$ cat src/rtl/usc_pkg.sv
// Shared types and constants of the ultrasonic occupancy scanner.
package usc_pkg;

    localparam int NUM_SPOTS     = 4;
    localparam int SPOT_W        = $clog2(NUM_SPOTS);
    localparam int CONFIRM_COUNT = 3;
    localparam int CNT_W         = $clog2(CONFIRM_COUNT + 1);
    localparam int FREE_W        = $clog2(NUM_SPOTS + 1);
    localparam int TIME_W        = 32;
    localparam int LINES_W       = 4;
    localparam int DIST_W        = 12;
    localparam int TIMEOUT_W     = 20;
    localparam int SCALE_W       = 16;
    localparam int SCALE_FRAC    = 16;
    localparam int CFG_DATA_W    = 20;
    localparam int CFG_IDX_W     = 2;
    localparam int PROD_W        = TIME_W + SCALE_W;

    localparam logic [DIST_W-1:0] DIST_MAX = {DIST_W{1'b1}};

    // Register indexes of the configuration port.
    typedef enum logic [CFG_IDX_W-1:0] {
        REG_ON_THRESHOLD  = 2'd0,
        REG_OFF_THRESHOLD = 2'd1,
        REG_ECHO_TIMEOUT  = 2'd2,
        REG_SCALE         = 2'd3
    } cfg_index_t;

    localparam logic [DIST_W-1:0]    RST_ON_THRESHOLD  = 12'd10;
    localparam logic [DIST_W-1:0]    RST_OFF_THRESHOLD = 12'd15;
    localparam logic [TIMEOUT_W-1:0] RST_ECHO_TIMEOUT  = 20'd30000;
    localparam logic [SCALE_W-1:0]   RST_SCALE         = 16'd1124;

    // Current configuration, as seen by the datapath.
    typedef struct packed {
        logic [DIST_W-1:0]    on_threshold_cm;
        logic [DIST_W-1:0]    off_threshold_cm;
        logic [TIMEOUT_W-1:0] echo_timeout_us;
        logic [SCALE_W-1:0]   cm_per_us_q16;
    } cfg_t;

    // Outcome of one ranging step.
    typedef struct packed {
        logic              trigger_pulse;
        logic [SPOT_W-1:0] active_spot;
        logic              reading_done;
        logic              reading_valid;
        logic [DIST_W-1:0] distance_cm;
    } reading_t;

endpackage

$ cat src/rtl/ultrasonic_occupancy_scanner_core.sv
// Top level of the ultrasonic occupancy scanner: input stage, step logic, result stage.
// A request waits in the input stage; its result is then registered in the result stage.
// Throughput: one request per cycle while results are taken; the input stage refills whenever its
// request moves on into the result register.
// Reset: rst_n clears all control state at once, loads the register defaults,
// and puts the ranger to idle with the scan at spot 0 and all spots free.
module ultrasonic_occupancy_scanner_core
(
    input  logic                              clk,
    input  logic                              rst_n,
    input  logic                              in_valid,
    output logic                              in_ready,
    input  logic [usc_pkg::TIME_W-1:0]        time_us,
    input  logic [usc_pkg::LINES_W-1:0]       echo_lines,
    output logic                              out_valid,
    input  logic                              out_ready,
    output logic                              trigger_pulse,
    output logic [usc_pkg::SPOT_W-1:0]        active_spot,
    output logic                              reading_done,
    output logic                              reading_valid,
    output logic [usc_pkg::DIST_W-1:0]        distance_cm,
    output logic [usc_pkg::NUM_SPOTS-1:0]     occupied_map,
    output logic [usc_pkg::FREE_W-1:0]        free_spots,
    input  logic                              cfg_we,
    input  logic [usc_pkg::CFG_IDX_W-1:0]     cfg_index,
    input  logic [usc_pkg::CFG_DATA_W-1:0]    cfg_data
);
    import usc_pkg::*;

    cfg_t                 cfg;
    reading_t             reading;
    logic [NUM_SPOTS-1:0] occ_next;
    logic [FREE_W-1:0]    free_next;

    logic                 in_full_reg;
    logic [TIME_W-1:0]    time_reg;
    logic [LINES_W-1:0]   lines_reg;
    logic                 out_full_reg;
    reading_t             res_reading_reg;
    logic [NUM_SPOTS-1:0] res_occ_reg;
    logic [FREE_W-1:0]    res_free_reg;
    logic                 advance;

    // The held request is processed when the result register can take it.
    assign advance  = in_full_reg && (!out_full_reg || out_ready);
    assign in_ready = !in_full_reg || advance;

    usc_cfg_regs u_cfg
    (
        .clk       (clk),
        .rst_n     (rst_n),
        .cfg_we    (cfg_we),
        .cfg_index (cfg_index),
        .cfg_data  (cfg_data),
        .cfg       (cfg)
    );

    usc_ranger u_ranger
    (
        .clk        (clk),
        .rst_n      (rst_n),
        .step_en    (advance),
        .time_us    (time_reg),
        .echo_lines (lines_reg),
        .cfg        (cfg),
        .reading    (reading)
    );

    usc_hysteresis u_hyst
    (
        .clk           (clk),
        .rst_n         (rst_n),
        .step_en       (advance),
        .reading       (reading),
        .cfg           (cfg),
        .occupied_next (occ_next),
        .free_next     (free_next)
    );

    // Input stage control.
    always_ff @(posedge clk or negedge rst_n)
    begin
        if (!rst_n)
            in_full_reg <= 1'b0;
        else if (in_ready)
            in_full_reg <= in_valid;
    end

    // Input stage payload.
    always_ff @(posedge clk)
    begin
        if (in_valid && in_ready)
        begin
            time_reg  <= time_us;
            lines_reg <= echo_lines;
        end
    end

    // Result stage control.
    always_ff @(posedge clk or negedge rst_n)
    begin
        if (!rst_n)
            out_full_reg <= 1'b0;
        else if (advance)
            out_full_reg <= 1'b1;
        else if (out_ready)
            out_full_reg <= 1'b0;
    end

    // Result stage payload.
    always_ff @(posedge clk)
    begin
        if (advance)
        begin
            res_reading_reg <= reading;
            res_occ_reg     <= occ_next;
            res_free_reg    <= free_next;
        end
    end

    assign out_valid     = out_full_reg;
    assign trigger_pulse = res_reading_reg.trigger_pulse;
    assign active_spot   = res_reading_reg.active_spot;
    assign reading_done  = res_reading_reg.reading_done;
    assign reading_valid = res_reading_reg.reading_valid;
    assign distance_cm   = res_reading_reg.distance_cm;
    assign occupied_map  = res_occ_reg;
    assign free_spots    = res_free_reg;

`ifndef ASSERT_OFF
    // A valid reading is always a finished one, and a trigger step finishes nothing.
    a_valid_implies_done: assert property (@(posedge clk) disable iff (!rst_n)
        out_valid |-> (!reading_valid || reading_done) && !(trigger_pulse && reading_done))
        else $error("reading flags inconsistent");

    // Free count and occupancy map always account for every spot.
    a_free_matches_map: assert property (@(posedge clk) disable iff (!rst_n)
        out_valid |-> (32'(free_spots) + $countones(occupied_map)) == NUM_SPOTS)
        else $error("free count disagrees with occupancy map");

    // A stalled result keeps the input stage from being overwritten.
    a_stall_blocks_input: assert property (@(posedge clk) disable iff (!rst_n)
        (out_valid && !out_ready && in_full_reg) |-> !in_ready)
        else $error("input accepted while both stages are full");

    // An invalid or missing reading carries no distance.
    a_dist_zero: assert property (@(posedge clk) disable iff (!rst_n)
        (out_valid && !reading_valid) |-> (distance_cm == '0))
        else $error("distance reported without a valid reading");
`endif

endmodule

$ cat src/rtl/usc_cfg_regs.sv
// Configuration register file of the occupancy scanner.
module usc_cfg_regs
(
    input  logic                              clk,
    input  logic                              rst_n,
    input  logic                              cfg_we,
    input  logic [usc_pkg::CFG_IDX_W-1:0]     cfg_index,
    input  logic [usc_pkg::CFG_DATA_W-1:0]    cfg_data,
    output usc_pkg::cfg_t                     cfg
);
    import usc_pkg::*;

    cfg_t cfg_reg;

    // Decode the register index and store the masked write data.
    always_ff @(posedge clk or negedge rst_n)
    begin
        if (!rst_n)
        begin
            cfg_reg.on_threshold_cm  <= RST_ON_THRESHOLD;
            cfg_reg.off_threshold_cm <= RST_OFF_THRESHOLD;
            cfg_reg.echo_timeout_us  <= RST_ECHO_TIMEOUT;
            cfg_reg.cm_per_us_q16    <= RST_SCALE;
        end
        else if (cfg_we)
        begin
            unique case (cfg_index_t'(cfg_index))
                REG_ON_THRESHOLD:  cfg_reg.on_threshold_cm  <= cfg_data[DIST_W-1:0];
                REG_OFF_THRESHOLD: cfg_reg.off_threshold_cm <= cfg_data[DIST_W-1:0];
                REG_ECHO_TIMEOUT:  cfg_reg.echo_timeout_us  <= cfg_data[TIMEOUT_W-1:0];
                REG_SCALE:         cfg_reg.cm_per_us_q16    <= cfg_data[SCALE_W-1:0];
                default:           cfg_reg <= cfg_reg;
            endcase
        end
    end

    assign cfg = cfg_reg;

endmodule

$ cat src/rtl/usc_ranger.sv
// Echo ranging sequencer: trigger, echo rise and echo fall per spot.
module usc_ranger
(
    input  logic                            clk,
    input  logic                            rst_n,
    input  logic                            step_en,
    input  logic [usc_pkg::TIME_W-1:0]      time_us,
    input  logic [usc_pkg::LINES_W-1:0]     echo_lines,
    input  usc_pkg::cfg_t                   cfg,
    output usc_pkg::reading_t               reading
);
    import usc_pkg::*;

    typedef enum logic [2:0] {
        PH_IDLE      = 3'b001,
        PH_WAIT_RISE = 3'b010,
        PH_WAIT_FALL = 3'b100
    } phase_t;

    phase_t              phase_reg, phase_next;
    logic [SPOT_W-1:0]   spot_reg, spot_next;
    logic [TIME_W-1:0]   mark_reg, mark_next;

    logic                echo;
    logic [TIME_W-1:0]   elapsed;
    logic                timed_out;
    logic [PROD_W-1:0]   product;
    logic [PROD_W-SCALE_FRAC-1:0] scaled;
    logic [DIST_W-1:0]   dist_sat;
    logic                trig;
    logic                done;
    logic                valid;

    // Echo level of the current spot and time since the last mark, mod 2^32.
    assign echo      = echo_lines[spot_reg];
    assign elapsed   = time_us - mark_reg;
    assign timed_out = (elapsed >= TIME_W'(cfg.echo_timeout_us));

    // Distance: duration times scale, fraction dropped, saturated.
    assign product  = PROD_W'(elapsed) * PROD_W'(cfg.cm_per_us_q16);
    assign scaled   = product[PROD_W-1:SCALE_FRAC];
    assign dist_sat = (|scaled[PROD_W-SCALE_FRAC-1:DIST_W]) ? DIST_MAX : scaled[DIST_W-1:0];

    // Phase sequencing for one step.
    always_comb
    begin
        phase_next = phase_reg;
        mark_next  = mark_reg;
        trig       = 1'b0;
        done       = 1'b0;
        valid      = 1'b0;
        unique case (phase_reg)
            PH_WAIT_RISE:
            begin
                if (echo)
                begin
                    mark_next  = time_us;
                    phase_next = PH_WAIT_FALL;
                end
                else if (timed_out)
                begin
                    done       = 1'b1;
                    phase_next = PH_IDLE;
                end
            end
            PH_WAIT_FALL:
            begin
                if (!echo)
                begin
                    valid      = (time_us > mark_reg);
                    done       = 1'b1;
                    phase_next = PH_IDLE;
                end
                else if (timed_out)
                begin
                    done       = 1'b1;
                    phase_next = PH_IDLE;
                end
            end
            default:
            begin
                trig       = 1'b1;
                mark_next  = time_us;
                phase_next = PH_WAIT_RISE;
            end
        endcase
    end

    // A finished reading moves the scan on to the next spot.
    always_comb
    begin
        spot_next = spot_reg;
        if (done)
        begin
            if (spot_reg == SPOT_W'(NUM_SPOTS - 1))
                spot_next = '0;
            else
                spot_next = spot_reg + 1'b1;
        end
    end

    always_ff @(posedge clk or negedge rst_n)
    begin
        if (!rst_n)
        begin
            phase_reg <= PH_IDLE;
            spot_reg  <= '0;
            mark_reg  <= '0;
        end
        else if (step_en)
        begin
            phase_reg <= phase_next;
            spot_reg  <= spot_next;
            mark_reg  <= mark_next;
        end
    end

    assign reading.trigger_pulse = trig;
    assign reading.active_spot   = spot_reg;
    assign reading.reading_done  = done;
    assign reading.reading_valid = valid;
    assign reading.distance_cm   = valid ? dist_sat : '0;

endmodule

$ cat src/rtl/usc_hysteresis.sv
// Per-spot two-threshold hysteresis and the confirmed occupancy map.
module usc_hysteresis
(
    input  logic                               clk,
    input  logic                               rst_n,
    input  logic                               step_en,
    input  usc_pkg::reading_t                  reading,
    input  usc_pkg::cfg_t                      cfg,
    output logic [usc_pkg::NUM_SPOTS-1:0]      occupied_next,
    output logic [usc_pkg::FREE_W-1:0]         free_next
);
    import usc_pkg::*;

    logic [CNT_W-1:0]     near_reg [NUM_SPOTS];
    logic [CNT_W-1:0]     far_reg  [NUM_SPOTS];
    logic [NUM_SPOTS-1:0] occ_reg;

    logic [CNT_W-1:0]     near_upd, far_upd;
    logic [CNT_W:0]       near_inc, far_inc;
    logic                 occ_upd;
    logic                 is_near, is_far;
    logic [SPOT_W-1:0]    s;

    assign s        = reading.active_spot;
    assign is_near  = !reading.reading_valid || (reading.distance_cm < cfg.on_threshold_cm);
    assign is_far   = !is_near && (reading.distance_cm > cfg.off_threshold_cm);
    assign near_inc = {1'b0, near_reg[s]} + 1'b1;
    assign far_inc  = {1'b0, far_reg[s]} + 1'b1;

    // Update the counters of the spot whose reading just finished.
    always_comb
    begin
        near_upd = '0;
        far_upd  = '0;
        occ_upd  = occ_reg[s];
        if (is_near)
        begin
            if (near_inc >= (CNT_W+1)'(CONFIRM_COUNT))
            begin
                near_upd = CNT_W'(CONFIRM_COUNT);
                occ_upd  = 1'b1;
            end
            else
                near_upd = near_inc[CNT_W-1:0];
        end
        else if (is_far)
        begin
            if (far_inc >= (CNT_W+1)'(CONFIRM_COUNT))
            begin
                far_upd = CNT_W'(CONFIRM_COUNT);
                occ_upd = 1'b0;
            end
            else
                far_upd = far_inc[CNT_W-1:0];
        end
    end

    // Map after this step, and the number of spots confirmed free.
    always_comb
    begin
        occupied_next = occ_reg;
        if (reading.reading_done)
            occupied_next[s] = occ_upd;
        free_next = '0;
        for (int i = 0; i < NUM_SPOTS; i++)
        begin
            if (!occupied_next[i])
                free_next = free_next + 1'b1;
        end
    end

    always_ff @(posedge clk or negedge rst_n)
    begin
        if (!rst_n)
        begin
            for (int i = 0; i < NUM_SPOTS; i++)
            begin
                near_reg[i] <= '0;
                far_reg[i]  <= '0;
            end
            occ_reg <= '0;
        end
        else if (step_en && reading.reading_done)
        begin
            near_reg[s] <= near_upd;
            far_reg[s]  <= far_upd;
            occ_reg     <= occupied_next;
        end
    end

endmodule

$ cat config.mk
export PLATFORM = sky130hd
export DESIGN_NAME = ultrasonic_occupancy_scanner_core
export DESIGN_NICKNAME = d
export VERILOG_FILES = /design/src/rtl/usc_pkg.sv /design/src/rtl/ultrasonic_occupancy_scanner_core.sv /design/src/rtl/usc_cfg_regs.sv /design/src/rtl/usc_ranger.sv /design/src/rtl/usc_hysteresis.sv
export SDC_FILE = /design/constraint.sdc
export NUM_CORES = 2
export LEC_CHECK = 0
export ABC_AREA = 0
export ABC_CLOCK_PERIOD_IN_PS = 16300
export BUFFER_PORTS_ARGS = -buffer_cell sky130_fd_sc_hd__buf_2
export CAP_MARGIN = 5
export CELL_PAD_IN_SITES_DETAIL_PLACEMENT = 1
export CELL_PAD_IN_SITES_GLOBAL_PLACEMENT = 1
export CORE_UTILIZATION = 45
export CTS_CLUSTER_DIAMETER = 200
export DETAILED_ROUTE_END_ITERATION = 8
export GPL_ROUTABILITY_DRIVEN = 0
export PLACE_DENSITY_LB_ADDON = 0.1
export SYNTH_ARGS = -nofsm -noshare
export SYNTH_HDL_FRONTEND = slang
export SYNTH_HIERARCHICAL = 1
export SYNTH_SLANG_ARGS = --single-unit
export TNS_END_PERCENT = 30
$ cat constraint.sdc
create_clock -name clk -period 16.3 [get_ports clk]
set_clock_uncertainty 0.15 [all_clocks]
set_input_delay 3.26 -clock clk [delete_from_list [all_inputs] [get_ports clk]]
set_output_delay 3.26 -clock clk [all_outputs]
set_load 0.01 [all_outputs]
==> results.py <==
metrics = {
    "drt": {
        "vias_per_cell": 5.56,
        "wl_um": 81700,
        "drt_first_pass_iters": 5,
        "route.detailed.drc": 0,
        "final_antenna_net_count": 0,
        "dr.first_iter.drc_count": 839,
        "vias": 20219,
        "wl_per_cell_um": 22.5,
    },
    "logic_synthesis": {
        "ys_seq_area_share_pct": 18.1,
        "syn_inst": 2829,
        "dominantRegCellSynth": "dfrtp_1",
        "syn_avg_cell_area_um2": 9.40,
        "synthDistinctLibCells": 99,
        "synth_edf_count": 60,
        "synth-seq-cells": 179,
        "syn_nets": 3506,
        "synth_largest_area_cell": "fa_1",
        "syn_area_um2": 26600,
        "yosys_warnings": 6,
        "synth_area_leaders": "fa_1, dfrtp_1, ha_1",
        "synth_top_area_share_pct": 31.5,
        "synth-async-reset-ratio_pct": 66.5,
    },
    "setup_path": {
        "r2r-start": "time_reg[3]",
        "end_kind": "flop",
        "crit_top_cell": "fa_1",
        "path_max_fanout": 17,
        "slowest_delay_ns": 0.77,
        "r2r_end": "free_spots[1]",
        "cp.required_ns": 16.35,
        "crit_path_top_delay_cell": "a2111oi_0",
        "crit_start": "time_reg[3]",
        "path_class": "reg -> reg",
        "ff2ff_path_depth": 46,
        "worst_ep_arrival_time_ns": 13.72,
        "rrSetupSlack_ns": 2.63,
        "startpoint_type": "flop",
    },
    "place": {
        "port_buffers": 88,
        "hpwl_um": 63100,
    },
    "grt": {
        "grtUsageTotal_pct": 28.8,
        "grt_pass1_vias": 23396,
        "antenna_found_initial": 6,
        "grt_max_degree": 68,
        "overflow": 0,
        "grt_pass1_wl_um": 132000,
    },
    "cts": {
        "cts_sinks": 179,
        "htreeDepth": 4,
        "clock_latency_ns": 0.46,
        "cts_root_buf": "clkbuf_16",
        "path_clk_slew_ns": 0.08,
        "clockBufferDepth": 2,
        "cts_setup_buffers": 0,
        "hold_buffers": 0,
        "cts_tree": "done",
        "numCtsBuffers": 17,
        "ctsResizeCount": 0,
    },
    "floorplan": {
        "design.core.area_um2": 58000,
        "initial_core_util_pct": 45.8,
        "io_pins": 89,
        "die_x_um": 245,
        "std_cell_rows": 88,
        "dieArea_um2": 60100,
        "fp.dieH_um": 245,
    },
    "hold_path": {
        "hp-start": "u_hyst/near_reg[5]",
        "whs_path_depth": 2,
        "hp-class": "reg -> reg",
        "hold_path_end": "u_hyst/near_reg[5]",
    },
    "status": {
        "status": "finished, final reports clean",
    },
    "flow_run": {
        "maxCapViolCount": 0,
    },
    "sta": {
        "setup_tns_ns": 0,
        "slew_viol_final": 0,
        "finalHoldViolCount": 0,
        "period_minus_slack_ns": 13.67,
        "rsz0062_at_grt": "no",
        "slew_headroom_pct": 20.4,
        "tightest_slew_ns": 1.19,
        "setup_viol": 0,
        "min_period_over_period_pct": 83.9,
        "fmax_mhz": 73.2,
    },
    "final_layout": {
        "fill_cells": 6625,
        "synthToLayoutAreaGrowth_pct": 7.02,
        "drive_above_1_share_pct": 11.7,
        "largest_reg_flops": 60,
        "final_cell_mix": "inv_1, nand2_1, fa_1, ha_1, and2_1",
        "final_common_cell": "inv_1",
        "nets": 3529,
    },
}
-- critical path, delay by kind of cell, from the launching register on --
| family | cells | cell delay, ns |
|---|---|---|
| compound gates | 22 | 5.36 |
| fa+ha+maj | 11 | 4.87 |
| buf+inv | 5 | 0.78 |
| flops | 1 | 0.39 |
| mux | 1 | 0.27 |
| simple gates | 7 | 1.57 |
-- metal layers --
metal | GRT usage (%) | vias to the layer above | routed length, µm
met3 | 3.17 | 122 | 3050
met4 | 11.2 | 8 | 3040
met5 | 0 | - | 47
met2 | 51.4 | 415 | 41800
li1 | - | 9111 | -
met1 | 35.4 | 10563 | 33800
-- worst max path at each step --
stage | end | slack (ns) | cells past startpoint
after floorplan | free_spots[1] | 4.02 | 46
after global placement | free_spots[1] | 2.84 | 46
after detailed placement | free_spots[1] | 2.64 | 46
after CTS | free_spots[1] | 2.55 | 46
after global routing | free_spots[1] | 1.87 | 46
final | free_spots[1] | 2.63 | 46
-- Yosys cell counts (5+ instances only) --
cell type / count
o211a_1: 5
dfrtp_1: 101
nor3_1: 21
xnor2_1: 25
o21ai_0: 75
nand2_1: 424
clkbuf_1: 107
inv_1: 509
a21oi_1: 94
mux4_2: 5
a31oi_1: 17
ha_1: 196
nor4_1: 6
o21bai_1: 12
or3_1: 15
and2_1: 157
edfxtp_1: 60
buf_4: 5
nand2b_1: 19
buf_2: 14
o211ai_1: 13
nand3_1: 33
o221ai_1: 5
o21a_1: 15
fa_1: 418
a2111oi_0: 6
nor2_1: 62
nor2b_1: 32
a21o_1: 38
a211oi_2: 11
nand4_1: 29
a211o_1: 6
a211oi_1: 16
and3_1: 38
dfstp_2: 18
o21ai_1: 12
o22ai_1: 6
mux2_2: 90
xor2_1: 16
-- metrics by stage --
stage	worst slack (ns)	cell area [µm²]	hold WS (ns)	utilization, %	instances
floorplan	4.02	26600	0.295	-	2829
global placement	2.84	27800	0.309	47.9	3598
detailed placement	2.64	27800	0.328	47.9	3598
CTS	2.55	28400	0.347	49.0	3630
global route	1.87	28400	0.379	49.0	3631
finish	2.63	28500	0.348	49.0	3635
-- cells by family after synthesis --
group	share of synthesized area, %
simple gates	16.1
buf+inv	9.24
fa+ha+maj	40.7
compound gates	10.0
flops	18.1
mux	4.57
xor+xnor	1.35
-- layout make-up --
type	instances	area (µm²)	share of cell area, %
Tap cell	765	957	3.36
Inverter	509	1910	6.71
Clock buffer	18	439	1.54
Multi-Input combinational cell	2012	19400	68.1
Sequential cell	179	4810	16.9
Timing Repair Buffer	133	781	2.74
Clock inverter	14	186	0.655
Antenna cell	5	12.5	0.0440
Power is left out: the tool's default activity adds up to more than one toggle a clock period on the data nets, which glitch-free logic cannot reach.
